## src/hdl/pcp_pkg.sv

```systemverilog
`default_nettype none
package pcp_pkg;

   // request opcodes
   localparam logic [1:0] OP_RETIRE = 2'd0;
   localparam logic [1:0] OP_READ   = 2'd1;
   localparam logic [1:0] OP_FLUSH  = 2'd2;

   // result kinds
   localparam logic KIND_LOOP = 1'b0;
   localparam logic KIND_READ = 1'b1;

   // control register indexes
   localparam logic [1:0] CSR_START_PC   = 2'd0;
   localparam logic [1:0] CSR_LOOP_TRACK = 2'd1;
   localparam logic [1:0] CSR_LOOP_LIMIT = 2'd2;

   localparam logic [15:0] PC_NONE = 16'hFFFF;
   localparam logic [63:0] SAT64   = 64'hFFFF_FFFF_FFFF_FFFF;

   // command passed from front to back
   typedef struct packed {
      logic        rd;          // entry read
      logic        upd;         // table update for a retire
      logic        emit;        // loop record goes out
      logic [15:0] addr;        // entry pc (previous pc for update)
      logic [15:0] cyc;
      logic [15:0] loop_first;
      logic [15:0] loop_len;
      logic [31:0] loop_iters;
   } pcp_cmd_type;

   // status from back to front
   typedef struct packed {
      logic clear_done;
   } pcp_status_type;

   // one table entry
   typedef struct packed {
      logic [63:0] count;
      logic [63:0] cycles;
      logic [15:0] min_cyc;
      logic [15:0] max_cyc;
   } pcp_entry_type;

   // result beat payload
   typedef struct packed {
      logic        kind;
      logic [15:0] addr;
      logic [15:0] loop_len;
      logic [31:0] loop_iters;
      logic [63:0] exec_count;
      logic [63:0] cycle_sum;
      logic [15:0] cycle_spread;
      logic [63:0] total_count;
      logic [63:0] total_cycles;
   } pcp_rsp_type;

endpackage
`default_nettype wire

```

## src/hdl/pcp_fifo.sv

```systemverilog
`default_nettype none
module pcp_fifo
   import pcp_pkg::*;
(
   input  wire logic        clock,
   input  wire logic        reset,
   input  wire logic        push,
   input  wire pcp_cmd_type push_data,
   input  wire logic        pop,
   output pcp_cmd_type      pop_data,
   output logic             full,
   output logic             empty
);
   localparam int DEPTH = 4;

   pcp_cmd_type store_ff [DEPTH];
   logic [1:0]  wr_ptr_ff, wr_ptr_in;
   logic [1:0]  rd_ptr_ff, rd_ptr_in;
   logic [2:0]  count_ff, count_in;

   assign full     = (count_ff == 3'(DEPTH));
   assign empty    = (count_ff == 3'd0);
   assign pop_data = store_ff[rd_ptr_ff];

   // pointer and fill count
   always_comb begin
      wr_ptr_in = wr_ptr_ff + 2'(push);
      rd_ptr_in = rd_ptr_ff + 2'(pop);
      count_in  = count_ff + 3'(push) - 3'(pop);
   end

   always_ff @(posedge clock) begin
      if (reset) begin
         wr_ptr_ff <= '0;
         rd_ptr_ff <= '0;
         count_ff  <= '0;
      end else begin
         wr_ptr_ff <= wr_ptr_in;
         rd_ptr_ff <= rd_ptr_in;
         count_ff  <= count_in;
      end
   end

   // storage
   always_ff @(posedge clock) begin
      if (push) begin
         store_ff[wr_ptr_ff] <= push_data;
      end
   end

   a_no_overflow: assert property (@(posedge clock) disable iff (reset) full |-> !push)
      else $error("queue written while full");
   a_no_underflow: assert property (@(posedge clock) disable iff (reset) empty |-> !pop)
      else $error("queue read while empty");
   a_count_track: assert property (@(posedge clock) disable iff (reset)
      (push && !pop) |=> (count_ff == $past(count_ff) + 3'd1))
      else $error("queue count lost a beat");
endmodule
`default_nettype wire

```

## config.mk

```make
export PLATFORM = sky130hd
export DESIGN_NAME = pcp_fifo
export DESIGN_NICKNAME = d
export VERILOG_FILES = /design/src/hdl/pcp_pkg.sv /design/src/hdl/pcp_fifo.sv
export SDC_FILE = /design/constraint.sdc
export NUM_CORES = 1
export LEC_CHECK = 0
export BUFFER_PORTS_ARGS = -buffer_cell sky130_fd_sc_hd__buf_2
export CAP_MARGIN = 20
export CELL_PAD_IN_SITES_DETAIL_PLACEMENT = 1
export CELL_PAD_IN_SITES_GLOBAL_PLACEMENT = 2
export CORE_AREA = 2 2 160 318
export DETAILED_ROUTE_END_ITERATION = 8
export DIE_AREA = 0 0 162 320
export GPL_ROUTABILITY_DRIVEN = 0
export PLACE_DENSITY = 0.63
export SLEW_MARGIN = 20
export SYNTH_ARGS = -nofsm -noshare
export SYNTH_HDL_FRONTEND = slang
export SYNTH_SLANG_ARGS = --single-unit
```

## constraint.sdc

```tcl
create_clock -name clock -period 26.3 [get_ports clock]
set_input_delay 1.315 -clock clock [delete_from_list [all_inputs] [get_ports clock]]
set_output_delay 1.315 -clock clock [all_outputs]
set_load 0.05 [all_outputs]
```

==> out/qor.yml, run 1 <==
critPathTopFamily: "buffers and inverters"
finalWirelength_mm: 31.18
cts-hold-fix-buffers: 0
row_count: 115
layout.cells.non_filler: 1454
tightest_slew_ps: 997.4
grt_pass1_wl_mm: 46.78
worst_hold_path_type: "flip-flop to flip-flop"
grt-ovfl-total: 0
initial_core_util_pct: 29.68
fin_skew_ps: 13.22
clock_latency_ps: 540
route.detailed.drc: 0
cp.arrival_ps: 2950
die_w_um: 162
drv_slew: 0
cts-root-buf: "clkbuf_16"
coreArea_um2: 49210
avgSynthCellArea_um2: 26.56
critPathBufInv: 2
dpl.hpwl_mm: 19.15
synth_nets: 658
grt_setup_unrepaired: "no"
portBuffers: 203
fin_nets: 887
vias: 6537
cap_violations: 0
cts_setup_buffers: 0
cp_cell_sequence: "buf_4 -> mux4_2 -> buf_2"
slowest_delay_ps: 740
peakVddDrop_mv: 0.05335
cp_data_required_time_ps: 24990
dr.pass1.iters: 4
die_h_um: 320
yosys_register_bits: 403
track_usage_pct: 12.32
fin_crit_sh_pct: 16.21
antenna_left: 0
fillCellCount: 4894
power.density_nw_per_um2: 85.29
yosysSeqAreaShare_pct: 82.38
ys_types: 21
maxSlewHeadroom_pct: 33.50
cts_buffers: 37
finalSetupTns_ps: 0
whs_endpoint: "wr_ptr_ff[1]"
dp_cells: 1383
cts-resized-gates: 0
p_total_uw: 1503
setup_viol: 0
dieArea_um2: 51840
status: "complete, no violations"
wire_per_inst_um: 21.44
regArea_um2: 12040
cp-end-kind: "output port"
fin_util_pct: 35.81
multi_input_area_um2: 2440
fmax_mhz: 234.5
critical_path_peak_fanout: 40
clockBufferDepth: 3
total_leakage_power_uw: 0.005776
path_class: "flip-flop to output port"
yosysWarnings: 0
h-tree-depth: 2
area.growth.synth_to_final_pct: 20.65
hp-start: "wr_ptr_ff[1]"
drive_gt1_share_pct: 45.97
drt_iter0_markers: 406
grt_max_degree: 62
antenna_found_initial: 5
cts_num_sinks: 403
whs_path_depth: 2
fin_hold_ws_ps: 585.9
r2r-start: "wr_ptr_ff[0]"
reg2reg_to: "store_ff[1][78]"
ff2ff_setup_slack_ps: 23730
grt_pass1_vias: 7439
crit_path_start_kind: "flip-flop"
viasPerCell: 4.496
synthesis.area_um2: 14610
slowest_stage: "buf_4"
cts.reportedPaths.clkPinSlew_ps: 70
period_needed_ps: 4264
finalHoldViolCount: 0
reg2reg_depth: 2
synth_cells: 550
io_pins: 204
cts_tree: "built"
==> routing by layer <==
layer,track usage (%),vias to the layer above,wire [um]
met5,0,-,13
met1,13.00,3466,10910
met4,4.838,2,984
met3,2.775,51,1758
li1,-,2830,-
met2,23.33,188,17510
==> synth_stat cells <==
cell type	n	area (um2)
and3_1	2	12.51
buf_6	1	11.26
nor2_1	4	15.01
nor3b_1	1	7.510
buf_2	9	45.04
inv_1	4	15.01
clkbuf_1	7	26.28
mux4_2	99	2230
buf_8	1	15.01
ha_1	4	50.05
nor2b_1	4	25.02
nor3_1	1	5.000
edfxtp_1	396	11890
xor3_1	1	23.77
buf_4	3	22.52
xnor2_1	2	17.52
buf_12	1	20.02
dfxtp_1	7	140.1
and3b_1	1	8.760
nand2_1	1	3.750
fa_1	1	20.02
==> worst max-delay path by stage <==
stage                       from              to  slack (ps)  cells past startpoint
finish              rd_ptr_ff[0]    pop_data[32]       22040                      3
global route        rd_ptr_ff[0]    pop_data[63]       21740                      3
CTS                 rd_ptr_ff[0]    pop_data[63]       21840                      3
detailed placement  rd_ptr_ff[0]    pop_data[63]       22430                      3
global placement    rd_ptr_ff[0]    pop_data[63]       22460                      3
floorplan                   push  store_ff[0][0]       17180                      1
==> power by group <==
part           switching (uW)  total (uW)  internal (uW)  leakage, uW
sequential               12.9         751            738      0.00370
combinational             145         207           61.9      0.00150
clock                     234         545            311     0.000584
total                     392        1500           1110      0.00578
==> sequential cells by signal, indices dropped and copies added, names as in the netlist <==
name,count
wr_ptr_ff,2
count_ff,3
store_ff,396
rd_ptr_ff,2
==> kinds of logic (layout without fill, tap and decap cells) <==
kind of cell	count (synthesis)	after routing	synth area share, %
flip-flops	403	403	82.38
multiplexers	99	99	15.27
AND/OR/NAND/NOR	14	14	0.5310
adder cells (fa/ha/maj)	5	5	0.4798
buffers and inverters	26	283	1.062
XOR/XNOR	3	3	0.2827
other	0	4	0
==> stage by stage <==
stage	setup slack [ps]	area, um2
after floorplan	17180	14610
after global placement	22460	16380
after detailed placement	22430	16380
after CTS	21840	17610
after global routing	21740	17610
final	22040	17620
==> worst min-delay path, delay by kind of cell (launching register included) <==
kind / cells / cell delay [ps]
xor gates and xnor gates: 1 / 150
DFF: 1 / 360
and+or+nand+nor: 1 / 40
==> cells in the final DEF, fill, tap and decap left out, drive strengths merged <==
cell / netlist / final
bufinv: 0 / 5
inv: 4 / 6
clkinv: 0 / 13
and3b: 1 / 1
diode: 0 / 4
dfxtp: 7 / 7
and3: 2 / 2
xor3: 1 / 1
mux4: 99 / 99
edfxtp: 396 / 396
fa: 1 / 1
nand2: 1 / 1
buf: 15 / 212
ha: 4 / 4
nor2b: 4 / 4
nor3: 1 / 1
nor2: 4 / 4
nor3b: 1 / 1
clkinvlp: 0 / 4
xnor2: 2 / 2
clkbuf: 7 / 43
==> area by class of cell <==
cell class / count / area share (%)
inverters: 4 / 0.08521
diodes: 4 / 0.05681
multi-input cells: 121 / 13.85
flip-flops and latches: 403 / 68.32
well taps: 643 / 4.566
clock inverters: 24 / 1.591
clock buffers: 43 / 5.382
repair buffers: 212 / 6.149
Power figures use the tool's default switching activity.
==> run 2: changes to the inputs <==
Settings changed: ABC_AREA from default to 1, CORE_AREA 2 2 160 318 to 2 2 167 332, DIE_AREA 0 0 162 320 to 0 0 169 334, PLACE_DENSITY 0.63 to 0.71.
Clock period 26.3 ns to 3.8 ns, I/O delays scaled along.
==> run 2 against run 1 <==
Critical path depth is 2 higher. Largest cell class unchanged. Design area is 13% higher. Combinational power grew to 8.9 times the previous value. Non-clock buffer count is 124 higher. Highest routed layer unchanged. Setup slack worse by 21000 ps. Synthesized cell count is 120% higher. Sequential share of layout area is 7.8 points lower. Total power grew to 7.0 times the previous value. Utilization is 0.91 points higher.
==> out/qor.yml, run 2 <==
status: "complete, no violations"
fin_nets: 1617  # +82%
cp-end-kind: "output port"
drive_gt1_share_pct: 18.95  # -27 points
area.growth.synth_to_final_pct: 24.52
synthMostInstantiatedCell: "edfxtp_1"
viasPerCell: 4.513  # +0.38%
final_cell_area_um2: 19900  # +13%
drt_iter0_markers: 418  # +3.0%
synth_compound_area_share_pct: 10.93  # +11 points
grt-ovfl-total: 0  # unchanged
finalSetupTns_ps: 0  # unchanged
synth_edf_count: 396  # unchanged
route.detailed.drc: 0  # unchanged
clockBufferDepth: 3  # unchanged
yosysSeqAreaShare_pct: 75.28  # -7.1 points
top_regs: "store_ff (396), count_ff (3)"
final_common_cell: "edfxtp_1"
synthesis.area_um2: 15980  # +9.4%
cts_num_sinks: 403  # unchanged
cp_cell_sequence: "buf_12 -> a21oi_1 -> o21ai_1 -> nand2_1 -> buf_2"
fin_hold_ws_ps: 53.70  # -532.2 ps
cts-root-buf: "clkbuf_16"
total_leakage_power_uw: 0.007632  # +32%
worst_hold_path_type: "primary input to flip-flop"
tightest_slew_ps: 979.5  # -17.89 ps
synth_flop_cell: "edfxtp_1"
busiest_layer: "met2"
synthSimpleGateAreaFrac_pct: 5.096  # +4.6 points
period_needed_ps: 2759
fin_skew_ps: 15.53  # +2.307 ps
grt_pass1_vias: 10700  # +44%
grt_max_degree: 93  # +50%
use_met3_pct: 2.320  # -0.46 points
portBuffers: 203  # unchanged
finalHoldViolCount: 0  # unchanged
antenna_left: 0  # unchanged
yosysWarnings: 0  # unchanged
fin_crit_sh_pct: 72.59
slowest_delay_ps: 990  # +250 ps
largest_reg_flops: 396  # unchanged
drv_slew: 0  # unchanged
die_h_um: 334  # +4.4%
fin_util_pct: 36.72  # +0.91 points
met1_usage_pct: 14.08  # +1.1 points
cts_setup_buffers: 0  # unchanged
grt_pass1_wl_mm: 57.88  # +24%
wire_per_inst_um: 16.90  # -21%
synth_top_family_by_area: "compound AO/OA/AOI/OAI gates"
dpl.hpwl_mm: 23.13  # +21%
synth.area.mux_share_pct: 0  # -15 points
synth_commonest_cells: "edfxtp_1 (396), inv_1 (211), nand2_1 (201)"
critPathTopFamily: "flip-flops"
row_count: 121  # +5.2%
ys_types: 20  # -4.8%
critPathBufInv: 2  # unchanged
synthXorXnorAreaFrac_pct: 0.1096  # -0.17 points
coreArea_um2: 54200  # +10%
yosys_register_bits: 403  # unchanged
dieArea_um2: 56450  # +8.9%
place_area_um2: 17790  # +8.6%
synth_cells: 1200  # +120%
fmax_mhz: 362.5
top_register: "store_ff"
layout.cells.non_filler: 2214  # +52%
initial_core_util_pct: 29.49  # -0.19 points
setup_viol: 0  # unchanged
synth.area.top_cells: "edfxtp_1 (74%), inv_1 (5.0%), nand2_1 (4.7%)"
peakVddDrop_mv: 0.3833  # +620%
die_w_um: 169  # +4.3%
dr.pass1.iters: 6  # +2
synth_largest_area_cell: "edfxtp_1"
cp.arrival_ps: 2570  # -380 ps
synth_nets: 1308  # +99%
synthArstFlopShare_pct: 0  # unchanged
cts_tree: "built"
power.density_nw_per_um2: 528.0  # +520%
grt_setup_unrepaired: "no"
cap_violations: 0  # unchanged
vias: 9992  # +53%
maxSlewHeadroom_pct: 34.48  # +0.98 points
cp_data_required_time_ps: 3610  # -21380 ps
slowest_stage: "dfxtp_4"
clock_latency_ps: 540  # about the same
grtUsageMet2_pct: 25.34  # +2.0 points
mostFrequentLayoutCells: "edfxtp_1 (396), inv_1 (211), buf_2 (203), nand2_1 (201), dlygate4sd3_1 (101)"
path_class: "flip-flop to output port"
antenna_found_initial: 5  # unchanged
avgSynthCellArea_um2: 13.32  # -50%
io_pins: 204  # unchanged
cts.reportedPaths.clkPinSlew_ps: 60  # about the same
cts_buffers: 37  # unchanged
crit_path_start_kind: "flip-flop"
track_usage_pct: 13.16  # +0.84 points
synth_fa_ha_area_share_pct: 0.4384  # -0.041 points
finalWirelength_mm: 37.41  # +20%
dp_cells: 2045  # +48%
h-tree-depth: 2  # unchanged
netlist.area_leader.share_pct: 74.40  # -7.0 points
critical_path_peak_fanout: 92  # +130%
run 2: worst register-to-register path, delay by kind of cell (launching register included):
family,cells,cell delay (ps)
DFF,1,990
buffers and inverters,2,600
adders and majority gates,1,380
and+or+nand+nor,1,30
run 2: kinds of logic after synthesis:
family	Yosys count
flip-flops	403
AO/OA/AOI/OAI	298
buffers and inverters	277
AND/OR/NAND/NOR	215
adder cells (fa/ha/maj)	5
XOR/XNOR	2
run 2: report_power, final:
part	internal, uW	switching, uW
Sequential	5110	99.3
Clock	1880	1570
Combinational	484	1370
run 2: layout make-up:
class / instances / area [um2]
multi-input cells: 520 / 2694
diodes: 2 / 5.005
inverters: 211 / 792.0
fillers: 5819 / 34300
repair buffers: 336 / 2430
clock buffers: 50 / 1017
clock inverters: 16 / 78.83
flip-flops and latches: 403 / 12040
well taps: 676 / 845.8
run 2: path summary, 6_finish.rpt:
path / slack [ps] / start / endpoint / cells after the start
hold / removal: 50 / push / count_ff[0] / 4
setup / recovery: 1040 / rd_ptr_ff[0] / pop_data[52] / 5
setup reg to reg: 1700 / rd_ptr_ff[0] / rd_ptr_ff[0] / 4
hold reg to reg: 600 / count_ff[1] / count_ff[2] / 3
run 2: timing repair:
item	in CTS	in global routing
hold buffers	101	0
endpoints found under the hold margin	403	0
resized for setup	0	0
run 2: stage by stage:
step,setup slack (ps),power (uW)
after global placement,1642,7058
after global routing,856.3,10940
final,1041,10510
after detailed placement,1544,7105
after floorplan,-1050,6586
after CTS,957.1,10690
run 2: metal layers:
metal,part of all wire (%),vias to the layer above,wire [um]
met5,0.067,-,25
met2,54,188,20360
met1,39,4946,14430
li1,-,4795,-
met3,3.9,57,1476
met4,3.0,6,1126
==> run 3: changes to the inputs <==
Clock period 3.8 ns to 2.4 ns, I/O delays scaled along.
==> run 3 against run 2 <==
Hold slack improved by 6.8 ps. First-iteration DRC count fell by 22%. Sequential share of layout area fell by 0.18 points. Die area did not move. Utilization rose by 0.13 points. Sequential cell count did not move. Clock-buffer cell count rose by 1. Register-to-register slack got worse by 960 ps. Combinational power rose by 60%.
==> out/qor.yml, run 3 (synthesis gave the netlist of run 2 again) <==
drt_iter0_markers: 328  # -22%
finalHoldViolCount: 0  # unchanged
die_w_um: 169  # unchanged
clockBufferDepth: 3  # unchanged
fin_crit_sh_pct: 92.93
io_pins: 204  # unchanged
setup_viol: 0  # unchanged
portBuffers: 203  # unchanged
cap_violations: 0  # unchanged
total_leakage_power_uw: 0.007623  # -0.13%
row_count: 121  # unchanged
crit_path_start_kind: "flip-flop"
fin_skew_ps: 11.94  # -3.583 ps
grt-ovfl-total: 0  # unchanged
die_h_um: 334  # unchanged
clock_latency_ps: 540  # about the same
fmax_mhz: 448.4
mostFrequentLayoutCells: "edfxtp_1 (396), inv_1 (209), buf_2 (203), nand2_1 (201), dlygate4sd3_1 (102)"
cts-root-buf: "clkbuf_16"
whs_path_depth: 4  # unchanged
dpl.hpwl_mm: 22.32  # -3.5%
layout.cells.non_filler: 2206  # -0.36%
wire_per_inst_um: 17.10  # +1.2%
dp_cells: 2034  # -0.54%
cts_num_sinks: 403  # unchanged
power.density_nw_per_um2: 854.1  # +62%
grt_pass1_vias: 10850  # +1.4%
grt_pass1_wl_mm: 58.48  # +1.0%
coreArea_um2: 54200  # unchanged
cts_tree: "built"
drv_slew: 0  # unchanged
cp-end-kind: "output port"
largest_reg_flops: 396  # unchanged
tightest_slew_ps: 584.2  # -395.4 ps
cp_data_required_time_ps: 2280  # -1330 ps
antenna_left: 0  # unchanged
drive_gt1_share_pct: 18.66  # -0.28 points
cts_setup_buffers: 0  # unchanged
period_needed_ps: 2230
peakVddDrop_mv: 0.6909  # +80%
maxSlewHeadroom_pct: 61.06  # +27 points
fin_hold_ws_ps: 60.46  # +6.765 ps
grt_setup_unrepaired: "no"
top_regs: "store_ff (396), count_ff (3)"
worst_hold_path_type: "primary input to flip-flop"
top_register: "store_ff"
dieArea_um2: 56450  # unchanged
finalWirelength_mm: 37.71  # +0.81%
status: "complete, no violations"
cts_buffers: 38  # +2.7%
track_usage_pct: 13.32  # +0.16 points
place_area_um2: 17740  # -0.25%
h-tree-depth: 2  # unchanged
final_cell_area_um2: 19970  # +0.36%
fillCellCount: 5782  # -0.64%
final_common_cell: "edfxtp_1"
vias: 10020  # +0.23%
finalSetupTns_ps: 0  # unchanged
area.growth.synth_to_final_pct: 24.96
path_class: "flip-flop to output port"
initial_core_util_pct: 29.49  # unchanged
critical_path_peak_fanout: 86  # -6.5%
antenna_found_initial: 6  # +1
reg2reg_depth: 7  # +3
grt_max_degree: 93  # unchanged
route.detailed.drc: 0  # unchanged
dr.pass1.iters: 5  # -1
viasPerCell: 4.540  # +0.59%
cp.arrival_ps: 2110  # -460 ps
fin_nets: 1608  # -0.56%
cts.reportedPaths.clkPinSlew_ps: 60  # about the same
[run 3: cell types whose count changed in the layout (fill, tap and decap cells not counted), moves of 2 or more]
cell,previous run,this run
buf_4,19,6
clkinv_2,7,1
buf_12,13,15
bufinv_16,0,2
clkbuf_16,39,41
clkinvlp_4,0,2
dfxtp_1,5,3
dfxtp_4,2,4
inv_1,211,209
inv_4,0,2
[run 3: worst max-delay path: stages (launching register included)]
cell      delay (ps)
dfxtp_4          570
buf_12           350
o211ai_1         160
nand2_1          150
buf_2            290
[run 3: per-layer routing]
metal	track usage, %	part of all wire, %	vias up
li1	-	-	4785
met1	14.49	39	4953
met2	25.36	54	210
met3	2.343	4.0	61
met4	5.074	2.7	6
met5	0	0.088	-
[run 3: worst paths after layout]
path                startpoint           end  slack (ps)
setup / recovery  rd_ptr_ff[0]  pop_data[17]         170
hold / removal             pop  rd_ptr_ff[1]          60
setup reg to reg   count_ff[0]   count_ff[2]         740
hold reg to reg   wr_ptr_ff[1]  wr_ptr_ff[1]         600
[run 3: layout make-up]
| cell class | instances | area [um2] | share of cell area, % |
|---|---|---|---|
| diodes | 3 | 7.507 | 0.03759 |
| clock buffers | 51 | 1064 | 5.325 |
| clock inverters | 16 | 136.4 | 0.6828 |
| inverters | 211 | 797.0 | 3.990 |
| multi-input cells | 520 | 2694 | 13.49 |
| flip-flops and latches | 403 | 12050 | 60.31 |
| well taps | 676 | 845.8 | 4.235 |
| repair buffers | 326 | 2382 | 11.93 |
[run 3: repair_timing]
item | 4_1_cts | 5_1_grt
resized for setup | 0 | 0
hold buffers | 102 | 0
hold endpoints to repair | 403 | 0
[run 3: power by group]
group	switching [uW]	total, uW	internal [uW]
Sequential	118	8200	8090
Combinational	2200	2960	751
Clock	2560	5900	3340
Total	4890	17100	12200
[run 3: through the flow]
step	utilization [%]	power (uW)	setup slack, ps
2_1_floorplan	-	10420	-863.0
3_3_place_gp	32.74	11160	741.0
3_5_place_dp	32.74	11230	716.5
4_1_cts	36.84	17380	100.3
5_1_grt	36.85	17790	45.26
6_report	36.85	17060	169.7
