### config.mk
export PLATFORM = sky130hd
export DESIGN_NAME = pcp_front_flat
export DESIGN_NICKNAME = d
export VERILOG_FILES = /design/src/hdl/pcp_pkg.sv /design/src/hdl/pcp_ifs.sv /design/src/hdl/pcp_front.sv /design/src/flat_wrapper.sv
export SDC_FILE = /design/constraint.sdc
export NUM_CORES = 1
export LEC_CHECK = 0
export ABC_AREA = 1
export BUFFER_PORTS_ARGS = -buffer_cell sky130_fd_sc_hd__buf_2
export CAP_MARGIN = 15
export CORE_MARGIN = 2
export CORE_UTILIZATION = 35
export DETAILED_ROUTE_END_ITERATION = 8
export GPL_TIMING_DRIVEN = 1
export PLACE_DENSITY_LB_ADDON = 0.2
export SLEW_MARGIN = 20
export SYNTH_ARGS = -nofsm -noshare
export SYNTH_HDL_FRONTEND = slang
export SYNTH_SLANG_ARGS = --single-unit
### constraint.sdc
create_clock -name clock -period 7.4 [get_ports clock]
set_input_delay 1.48 -clock clock [delete_from_list [all_inputs] [get_ports clock]]
set_output_delay 1.48 -clock clock [all_outputs]
set_load 0.01 [all_outputs]
### src/hdl/pcp_pkg.sv
`default_nettype none
package pcp_pkg;

   // request opcodes
   localparam logic [1:0] OP_RETIRE = 2'd0;
   localparam logic [1:0] OP_READ   = 2'd1;
   localparam logic [1:0] OP_FLUSH  = 2'd2;

   // result kinds
   localparam logic KIND_LOOP = 1'b0;
   localparam logic KIND_READ = 1'b1;

   // control register indexes
   localparam logic [1:0] CSR_START_PC   = 2'd0;
   localparam logic [1:0] CSR_LOOP_TRACK = 2'd1;
   localparam logic [1:0] CSR_LOOP_LIMIT = 2'd2;

   localparam logic [15:0] PC_NONE = 16'hFFFF;
   localparam logic [63:0] SAT64   = 64'hFFFF_FFFF_FFFF_FFFF;

   // command passed from front to back
   typedef struct packed {
      logic        rd;          // entry read
      logic        upd;         // table update for a retire
      logic        emit;        // loop record goes out
      logic [15:0] addr;        // entry pc (previous pc for update)
      logic [15:0] cyc;
      logic [15:0] loop_first;
      logic [15:0] loop_len;
      logic [31:0] loop_iters;
   } pcp_cmd_type;

   // status from back to front
   typedef struct packed {
      logic clear_done;
   } pcp_status_type;

   // one table entry
   typedef struct packed {
      logic [63:0] count;
      logic [63:0] cycles;
      logic [15:0] min_cyc;
      logic [15:0] max_cyc;
   } pcp_entry_type;

   // result beat payload
   typedef struct packed {
      logic        kind;
      logic [15:0] addr;
      logic [15:0] loop_len;
      logic [31:0] loop_iters;
      logic [63:0] exec_count;
      logic [63:0] cycle_sum;
      logic [15:0] cycle_spread;
      logic [63:0] total_count;
      logic [63:0] total_cycles;
   } pcp_rsp_type;

endpackage
`default_nettype wire

### src/hdl/pcp_ifs.sv
`default_nettype none
interface pcp_req_if;
   logic        valid;
   logic        ready;
   logic [1:0]  op;
   logic [15:0] pc;
   logic [15:0] instr_cycles;
   modport source (output valid, op, pc, instr_cycles, input ready);
   modport sink (input valid, op, pc, instr_cycles, output ready);
endinterface


interface pcp_csr_if;
   logic        valid;
   logic        ready;
   logic [1:0]  index;
   logic [15:0] data;
   modport source (output valid, index, data, input ready);
   modport sink (input valid, index, data, output ready);
endinterface
`default_nettype wire

### src/hdl/pcp_front.sv
`default_nettype none
module pcp_front
   import pcp_pkg::*;
(
   input  wire logic           clock,
   input  wire logic           reset,
   pcp_req_if.sink             req_if,
   pcp_csr_if.sink             csr_if,
   input  wire pcp_status_type status,
   input  wire logic           q_full,
   output logic                q_push,
   output pcp_cmd_type         q_data
);
   logic [15:0] start_pc_ff, start_pc_in;
   logic        track_ff, track_in;
   logic [15:0] limit_ff, limit_in;
   logic [15:0] last_pc_ff, last_pc_in;
   logic [15:0] loop_first_ff, loop_first_in;
   logic [15:0] loop_last_ff, loop_last_in;
   logic [31:0] loop_times_ff, loop_times_in;
   logic        accept, csr_wr;
   logic [15:0] len;
   logic        qualifies;

   assign req_if.ready = status.clear_done && !q_full;
   assign csr_if.ready = 1'b1;
   assign accept       = req_if.valid && req_if.ready;
   assign csr_wr       = csr_if.valid;

   // pending loop check
   assign len       = loop_last_ff - loop_first_ff;
   assign qualifies = (loop_times_ff > 32'd1) && ((limit_ff == 16'd0) || (len < limit_ff));

   // classify request, track loops
   always_comb begin
      start_pc_in   = start_pc_ff;
      track_in      = track_ff;
      limit_in      = limit_ff;
      last_pc_in    = last_pc_ff;
      loop_first_in = loop_first_ff;
      loop_last_in  = loop_last_ff;
      loop_times_in = loop_times_ff;
      q_push        = 1'b0;
      q_data        = '0;
      q_data.loop_first = loop_first_ff;
      q_data.loop_len   = len;
      q_data.loop_iters = loop_times_ff;
      if (accept) begin
         case (req_if.op)
            OP_RETIRE: begin
               q_push       = 1'b1;
               q_data.upd   = 1'b1;
               q_data.addr  = last_pc_ff;
               q_data.cyc   = req_if.instr_cycles;
               last_pc_in   = req_if.pc;
               if (track_ff) begin
                  if (req_if.pc < last_pc_ff) begin
                     if (req_if.pc == loop_first_ff && last_pc_ff == loop_last_ff) begin
                        loop_times_in = loop_times_ff + 32'd1;
                     end else begin
                        loop_first_in = req_if.pc;
                        loop_last_in  = last_pc_ff;
                        loop_times_in = 32'd1;
                     end
                  end else if (req_if.pc > loop_last_ff) begin
                     q_data.emit   = qualifies;
                     loop_last_in  = PC_NONE;
                     loop_times_in = 32'd0;
                  end
               end
            end
            OP_READ: begin
               q_push      = 1'b1;
               q_data.rd   = 1'b1;
               q_data.addr = req_if.pc;
            end
            OP_FLUSH: begin
               q_push        = qualifies;
               q_data.emit   = qualifies;
               loop_last_in  = PC_NONE;
               loop_times_in = 32'd0;
            end
            default: begin
            end
         endcase
      end
      if (csr_wr) begin
         case (csr_if.index)
            CSR_START_PC: begin
               start_pc_in = csr_if.data;
               last_pc_in  = csr_if.data;
            end
            CSR_LOOP_TRACK: track_in = csr_if.data[0];
            CSR_LOOP_LIMIT: limit_in = csr_if.data;
            default: begin
            end
         endcase
      end
   end

   always_ff @(posedge clock) begin
      if (reset) begin
         start_pc_ff   <= '0;
         track_ff      <= 1'b0;
         limit_ff      <= '0;
         last_pc_ff    <= '0;
         loop_first_ff <= PC_NONE;
         loop_last_ff  <= PC_NONE;
         loop_times_ff <= '0;
      end else begin
         start_pc_ff   <= start_pc_in;
         track_ff      <= track_in;
         limit_ff      <= limit_in;
         last_pc_ff    <= last_pc_in;
         loop_first_ff <= loop_first_in;
         loop_last_ff  <= loop_last_in;
         loop_times_ff <= loop_times_in;
      end
   end

   a_no_accept_clear: assert property (@(posedge clock) disable iff (reset)
      !status.clear_done |-> !accept)
      else $error("request taken during table clear");
   a_flush_clears: assert property (@(posedge clock) disable iff (reset)
      (accept && req_if.op == OP_FLUSH) |=> (loop_times_ff == 32'd0))
      else $error("flush left a pending loop");
   a_emit_qualified: assert property (@(posedge clock) disable iff (reset)
      (q_push && q_data.emit) |-> (loop_times_ff > 32'd1))
      else $error("loop record without repeat");
endmodule
`default_nettype wire

### src/flat_wrapper.sv
// flat-port wrapper written by rule: the top's interface ports become plain ports
module pcp_front_flat import pcp_pkg::*;
  (clock, reset, status, q_full, q_push, q_data, req_if_valid, req_if_op, req_if_pc, req_if_instr_cycles, req_if_ready, csr_if_valid, csr_if_index, csr_if_data, csr_if_ready);
  pcp_req_if req_if_i ();
  pcp_csr_if csr_if_i ();
  input  wire logic clock;
  input  wire logic reset;
  input  wire pcp_status_type status;
  input  wire logic q_full;
  output logic q_push;
  output pcp_cmd_type q_data;
  input wire logic [$bits(req_if_i.valid)-1:0] req_if_valid;
  input wire logic [$bits(req_if_i.op)-1:0] req_if_op;
  input wire logic [$bits(req_if_i.pc)-1:0] req_if_pc;
  input wire logic [$bits(req_if_i.instr_cycles)-1:0] req_if_instr_cycles;
  output wire logic [$bits(req_if_i.ready)-1:0] req_if_ready;
  input wire logic [$bits(csr_if_i.valid)-1:0] csr_if_valid;
  input wire logic [$bits(csr_if_i.index)-1:0] csr_if_index;
  input wire logic [$bits(csr_if_i.data)-1:0] csr_if_data;
  output wire logic [$bits(csr_if_i.ready)-1:0] csr_if_ready;
  assign req_if_i.valid = req_if_valid;
  assign req_if_i.op = req_if_op;
  assign req_if_i.pc = req_if_pc;
  assign req_if_i.instr_cycles = req_if_instr_cycles;
  assign req_if_ready = req_if_i.ready;
  assign csr_if_i.valid = csr_if_valid;
  assign csr_if_i.index = csr_if_index;
  assign csr_if_i.data = csr_if_data;
  assign csr_if_ready = csr_if_i.ready;
  pcp_front u_core (.clock(clock), .reset(reset), .req_if(req_if_i), .csr_if(csr_if_i), .status(status), .q_full(q_full), .q_push(q_push), .q_data(q_data));
endmodule
==> results.sh, run 1 <==
export IMPL_setup_worst_path_start_class="register"
export IMPL_synth_xor_area_share_pct=3.08
export IMPL_fp_dieW_um=155
export IMPL_clkTransAtPathRegs_ps=80
export IMPL_antenna_left=0
export IMPL_multi_input_area_um2=5020
export IMPL_reg2reg_to="u_core.loop_times_ff[14]"
export IMPL_die_h_um=155
export IMPL_hold_path_end="u_core.limit_ff[0]"
export IMPL_relSlewSlack_pct=33.2
export IMPL_fin_nets=1532
export IMPL_clkLatencyLatePin_ps=360
export IMPL_hold_start="u_core.limit_ff[0]"
export IMPL_num_vias=8454
export IMPL_dr_pass1_iters=5
export IMPL_via_per_inst=4.98
export IMPL_syn_nets=1404
export IMPL_seq_area_frac_synth_pct=24.4
export IMPL_cp_arrival_ps=4460
export IMPL_cts_buffers=9
export IMPL_crit_fanout=4
export IMPL_routed_wl_um=25900
export IMPL_drv_cap=0
export IMPL_cts_tree="built"
export IMPL_drc=0
export IMPL_synth_compound_area_share_pct=14.4
export IMPL_grt_total_usage_pct=21.7
export IMPL_clockBufferDepth=2
export IMPL_drive_above_1_share_pct=15.3
export IMPL_cts_post_setup_buffers_inserted=0
export IMPL_ys_ff_latch=97
export IMPL_maxSlewViolCount=0
export IMPL_fmax_mhz=168
export IMPL_ys_warnings_count=0
export IMPL_grt_pass1_wl_um=41800
export IMPL_synth_adder_area_share_pct=10.3
export IMPL_top_layer_used="met4"
export IMPL_synthMuxAreaShare_pct=0
export IMPL_dpl_cell_area_um2=8920
export IMPL_setup_viol=0
export IMPL_tns_ps=0
export IMPL_n_fill_cell=2479
export IMPL_dp_slack_ps=1860
export IMPL_ioPinCount=160
export IMPL_p_per_area_nw_per_um2=147
export IMPL_row_count=55
export IMPL_antenna_found_initial=0
export IMPL_ctsHoldBuffers=0
export IMPL_worstMarginPinSlew_ps=999
export IMPL_synth_edff_count=0
export IMPL_async_reset_ff_share_pct=0
export IMPL_end_kind="output pin"
export IMPL_rsz0062_at_grt="no"
export IMPL_syn_area_um2=7960
export IMPL_whs_path_depth=2
export IMPL_root_buffer="clkbuf_16"
export IMPL_fin_skew_ps=9.75
export IMPL_r2r_cells=13
export IMPL_cts_sinks=97
export IMPL_routabilityCongestion=0.908
export IMPL_ff_latch_area_um2=1940
export IMPL_synth_cells=1281
export IMPL_r2r_start="u_core.loop_last_ff[15]"
export IMPL_yosys_area_share_simple_pct=35.2
export IMPL_core_um2=22500
export IMPL_p_leak_nw=4.94
export IMPL_hp_class="reg2reg"
export IMPL_fin_area_um2=9230
export IMPL_wl_met2_um=12000
export IMPL_fin_crit_ps=5940
export IMPL_ir_drop_mv=0.0948
export IMPL_dp_hpwl_um=19600
export IMPL_grt_pass1_vias=7849
export IMPL_crit_type="reg2out"
export IMPL_synth_ff_type="dfxtp_1"
export IMPL_first_iter_violations=560
export IMPL_cp_required_ps=5920
export IMPL_dr_wl_met3_um=1180
export IMPL_wl_per_cell_um=15.2
export IMPL_dieArea_um2=24000
export IMPL_synth_area_per_cell_um2=6.21
export IMPL_fin_ws_ps=1460
export IMPL_start_util_pct=35.4
export IMPL_status="finished clean"
export IMPL_wl_met1_um=12400
export IMPL_syn_to_final_growth_pct=16.0
export IMPL_synth_cell_types=47
export IMPL_htreeDepth=3
export IMPL_r2r_slack_ps=4190
export IMPL_antenna_cells=0
export IMPL_grt_max_degree=69
export IMPL_cts_resized_gates=0
export IMPL_hold_violations=0
export IMPL_synth_top_family_by_area="simple AND/OR/NAND/NOR gates"
export IMPL_overflow=0
export IMPL_period_share_pct=80.3
export IMPL_portBuffers=158
==> worst max-delay path by stage <==
stage / startpoint / end / cells past startpoint
finish: u_core.loop_last_ff[0] / q_data[96] / 16
global route: u_core.loop_last_ff[0] / q_data[96] / 16
CTS: u_core.loop_last_ff[0] / q_data[96] / 16
detailed placement: u_core.loop_last_ff[0] / q_data[96] / 16
global placement: u_core.loop_last_ff[0] / q_data[96] / 16
floorplan: u_core.loop_last_ff[0] / q_data[96] / 15
==> cell usage in the layout, fill, tap and decap left out, types with 10 or more instances in the layout <==
cell type	n
inv_1	199
ha_1	64
nand3_1	50
xor2_1	19
dfxtp_1	97
a21oi_1	82
o211ai_1	17
nand2_1	365
o21ai_0	62
buf_2	158
o22ai_1	16
nor2_1	118
nor3_1	19
nand4_1	48
nor2_2	10
==> per-layer routing <==
| layer | vias up | GRT usage (%) |
|---|---|---|
| met1 | 3824 | 29.9 |
| li1 | 4392 | - |
| met4 | 0 | 4.50 |
| met2 | 219 | 36.4 |
| met5 | - | 0 |
| met3 | 19 | 2.91 |
==> logic make-up after synthesis <==
kind of cell / count (synthesis)
buffers and inverters: 251
adders and majority gates: 65
DFF: 97
other: 1
AOI/OAI and AO/OA: 202
xor gates and xnor gates: 28
and+or+nand+nor: 637
==> flip-flops by register name, summed over array words and instances, names as in the netlist <==
register,count
u_core.loop_times_ff,32
u_core.loop_last_ff,16
u_core.track_ff,1
u_core.last_pc_ff,16
u_core.loop_first_ff,16
u_core.limit_ff,16
==> cells in the mapped netlist (2+ instances only) <==
cell type	number	share of area, %
buf_2	10	0.63
inv_2	2	0.094
a31oi_1	6	0.47
o22ai_1	16	1.3
buf_1	4	0.19
xor2_1	19	2.1
clkinv_1	2	0.094
nor2_2	9	0.71
o211ai_1	17	1.6
nor3_2	2	0.25
o21a_1	2	0.19
a211oi_1	2	0.19
nor4_1	7	0.55
o21ai_0	62	3.9
nand3_1	51	3.2
nand2_2	4	0.31
nand4_1	48	3.8
nor3_1	19	1.2
buf_4	6	0.57
o21bai_1	3	0.28
a21o_1	3	0.28
inv_1	200	9.4
nand2_1	365	17
xnor2_1	9	0.99
a21oi_4	2	0.41
ha_1	64	10
nor2_8	2	0.50
a21oi_1	82	5.2
dfxtp_1	97	24
nand2_4	3	0.42
o21ai_1	2	0.13
nand3_4	3	0.66
clkbuf_1	23	1.1
nand3_2	2	0.25
nor2_1	119	5.6
buf_6	3	0.42
==> area by class of cell <==
cell class | instances | share of cell area (%)
clock buffer | 10 | 2.59
clock inverter | 6 | 0.732
inverter | 204 | 8.30
multi-input combinational | 933 | 54.4
sequential | 97 | 21.0
tap | 285 | 3.86
timing repair buffer | 164 | 9.06
==> stage by stage <==
step | cells | util [%] | total power [mW] | hold WS (ps)
after floorplan | 1281 | - | 0.758 | 437
after global placement | 1683 | 39.6 | 0.860 | 459
after detailed placement | 1683 | 39.6 | 0.864 | 468
after CTS | 1699 | 41.0 | 1.37 | 479
after global routing | 1699 | 41.0 | 1.43 | 510
final | 1699 | 41.0 | 1.35 | 481
==> critical path: stages (launching register included) <==
cell and delay (ps):
dfxtp_1 380, inv_1 80, ha_1 230, fa_1 440, o21ai_0 310, a21oi_1 170, o21ai_0 380, a31oi_1 160
xor2_1 240, ha_1 280, nand4_1 100, nor3_1 50, a21boi_0 110, o21ai_0 540, nand2_1 210, nor2_1 250
buf_2 180
==> report_power, final <==
part	internal [mW]	switching (mW)	total (mW)	leakage, nW
Clock	0.273	0.228	0.501	0.145
Sequential	0.536	0.0123	0.548	0.788
Combinational	0.109	0.195	0.303	4.01
(Power assumes the default switching activity.)
==> run 2: changes to the inputs <==
--- a/config.mk
+++ b/config.mk
@@ -5,7 +5,7 @@
 export SDC_FILE = /design/constraint.sdc
 export NUM_CORES = 1
 export LEC_CHECK = 0
-export ABC_AREA = 1
+export ABC_AREA = 0
 export BUFFER_PORTS_ARGS = -buffer_cell sky130_fd_sc_hd__buf_2
 export CAP_MARGIN = 15
 export CORE_MARGIN = 2
==> constraint.sdc (replaced) <==
create_clock -name clock -period 4.75 [get_ports clock]
set_input_delay 0.95 -clock clock [delete_from_list [all_inputs] [get_ports clock]]
set_output_delay 0.95 -clock clock [all_outputs]
set_load 0.01 [all_outputs]
==> run 2 against run 1 <==
- the flow now finishes with violations (setup timing)
- die area down 11%
- sequential share of layout area increased by 1.4 points
- total power rose by 45%
- clock-buffer cell count stayed put
- clock skew up 0.83 ps
- design area fell by 6.0%
- sequential power up 55%
- via count decreased by 13%
- largest cell class unchanged
- highest routed layer is now met5
==> results.sh, run 2 <==
export IMPL_portBuffers=158
export IMPL_drc=0
export IMPL_ys_warnings_count=0
export IMPL_p_leak_nw=3.70
export IMPL_gr_usage_met2_pct=35.0
export IMPL_fin_cells=1335
export IMPL_r2r_cells=9
export IMPL_routabilityCongestion=0.866
export IMPL_regMostFlops="u_core.loop_times_ff"
export IMPL_synth_cells=917
export IMPL_fin_crit_ps=4920
export IMPL_fin_util_pct=44.2
export IMPL_htreeDepth=3
export IMPL_synth_area_per_cell_um2=7.71
export IMPL_clkLatencyLatePin_ps=360
export IMPL_crit_fanout=3
export IMPL_crit_slowest_cell="dfxtp_4"
export IMPL_fin_nets=1188
export IMPL_p_per_area_nw_per_um2=226
export IMPL_grt_pass1_vias=6626
export IMPL_hold_violations=0
export IMPL_dp_slack_ps=-123
export IMPL_start_util_pct=36.0
export IMPL_grt_max_degree=53
export IMPL_period_share_pct=104
export IMPL_ys_ff_latch=97
export IMPL_cp_required_ps=3800
export IMPL_via_per_inst=5.50
export IMPL_multi_input_area_um2=4770
export IMPL_relSlewSlack_pct=30.8
export IMPL_cts_sinks=97
export IMPL_n_fill_cell=2052
export IMPL_wl_per_cell_um=18.1
export IMPL_yosysTopAreaCellShare_pct=27.5
export IMPL_violations="setup timing"
export IMPL_cts_tree="built"
export IMPL_crit_chain="ha_4 > nor2b_4 > o31a_1 > o211ai_1 > nand2_2 > a211oi_4 > xnor2_2 > ha_1 > a21o_1 > a21o_1 > a21o_1 > a211oi_2 > o21ai_2 > a221oi_2 > buf_4 > nor3b_2 > buf_2"
export IMPL_dieArea_um2=21400
export IMPL_fin_ws_ps=-170
export IMPL_num_vias=7348
export IMPL_grt_total_usage_pct=21.8
export IMPL_clockBufferDepth=2
export IMPL_routed_wl_um=24100
export IMPL_synth_area_leaders="dfxtp_1, ha_1, a21oi_1"
export IMPL_most_common_layout_cells="buf_2, dfxtp_1, nand2_1, a21oi_1, inv_1"
export IMPL_ioPinCount=160
export IMPL_hp_class="reg2reg"
export IMPL_syn_to_final_growth_pct=22.8
export IMPL_whs_path_depth=2
export IMPL_cp_common_cell="a21o_1"
export IMPL_grt_busiest_layer="met2"
export IMPL_setup_worst_path_start_class="register"
export IMPL_antenna_found_initial=1
export IMPL_die_h_um=146
export IMPL_synth_top_cell_by_area="dfxtp_1"
export IMPL_maxSlewViolCount=0
export IMPL_row_count=51
export IMPL_end_kind="output pin"
export IMPL_cts_buffers=9
export IMPL_status="complete, but fails checks"
export IMPL_fin_skew_ps=10.6
export IMPL_overflow=0
export IMPL_rsz0062_at_grt="yes"
export IMPL_synth_cell_types=58
export IMPL_syn_nets=1040
export IMPL_worstMarginPinSlew_ps=1040
export IMPL_largest_register_ffs=32
export IMPL_final_common_cell="buf_2"
export IMPL_dp_cells=1305
export IMPL_crit_type="reg2out"
export IMPL_core_um2=19700
export IMPL_ir_drop_mv=0.171
export IMPL_root_buffer="clkbuf_16"
export IMPL_clkTransAtPathRegs_ps=70
export IMPL_antenna_cells=0
export IMPL_syn_area_um2=7070
export IMPL_antenna_left=0
export IMPL_synth_edff_count=0
export IMPL_async_reset_ff_share_pct=0
export IMPL_drv_cap=0
export IMPL_synth_ff_type="dfxtp_1"
export IMPL_power_mw=1.96
export IMPL_grt_pass1_wl_um=37400
export IMPL_first_iter_violations=614
export IMPL_dr_pass1_iters=7
export IMPL_grtUsageMet3_pct=3.94
export IMPL_dp_hpwl_um=17600
export IMPL_seq_area_frac_synth_pct=27.5
export IMPL_slowest_delay_ps=360
export IMPL_synth_top_cells_by_count="dfxtp_1, nand2_1, a21oi_1"
export IMPL_gr_usage_met1_pct=30.5
export IMPL_fp_dieW_um=146
export IMPL_fmax_mhz=203
export IMPL_ff_latch_area_um2=1950
export IMPL_cp_arrival_ps=3970
export IMPL_setup_viol=2
export IMPL_tns_ps=-267
export IMPL_drive_above_1_share_pct=23.1
export IMPL_yosysMostFrequentCell="dfxtp_1"
-- run 2: worst max-delay path, delay by kind of cell, from the launching register on --
kind                     cells  cell delay (ps)
adder cells (fa/ha/maj)      2              500
XOR/XNOR                     1              150
AO/OA/AOI/OAI                9             1830
buffers and inverters        2              340
AND/OR/NAND/NOR              3              420
flip-flops                   1              360
-- run 2: per-layer routing --
layer | part of all wire, % | vias up
met2 | 46 | 231
met5 | 0.054 | -
met4 | 1.6 | 2
met3 | 6.4 | 36
li1 | - | 3636
met1 | 46 | 3443
-- run 2: power by group --
group	internal (mW)	leakage [nW]	switching, mW
clock	0.384	0.147	0.371
combinational	0.149	2.77	0.211
sequential	0.826	0.785	0.0211
-- run 2: path summary, 6_finish.rpt --
kind	startpoint	to	slack (ps)
setup / recovery	u_core.loop_last_ff[1]	q_data[96]	-170
hold / removal	u_core.limit_ff[4]	u_core.limit_ff[4]	480
setup reg to reg	u_core.loop_last_ff[7]	u_core.loop_last_ff[0]	1310
hold reg to reg	u_core.limit_ff[4]	u_core.limit_ff[4]	480
-- run 2: repair_timing --
item,CTS,global route
resized for setup,18,13
setup buffers,9,5
endpoints found under the setup margin,2,2
pin swaps,17,12
hold buffers,0,0
-- run 2: area by class of cell --
type | count | area share, %
Clock buffer | 10 | 2.75
Multi-Input combinational cell | 692 | 55.0
Sequential cell | 97 | 22.4
Timing Repair Buffer | 192 | 12.2
Inverter | 73 | 3.16
Clock inverter | 6 | 0.663
Tap cell | 265 | 3.82
-- run 2: through the flow --
stage                     area [um^2]  hold slack (ps)
final                            8680              475
after global routing             8680              495
after CTS                        8590              476
after detailed placement         8150              466
after global placement           8150              464
after floorplan                  7070              449
-- run 2: logic make-up after synthesis --
logic type	count (synthesis)	share of synthesized area, %
flops	97	27.5
simple gates	341	25.3
mux	20	2.83
compound gates	221	20.2
buf+inv	128	7.13
xor+xnor	44	5.45
other cells	1	0.0530
fa+ha+maj	65	11.6
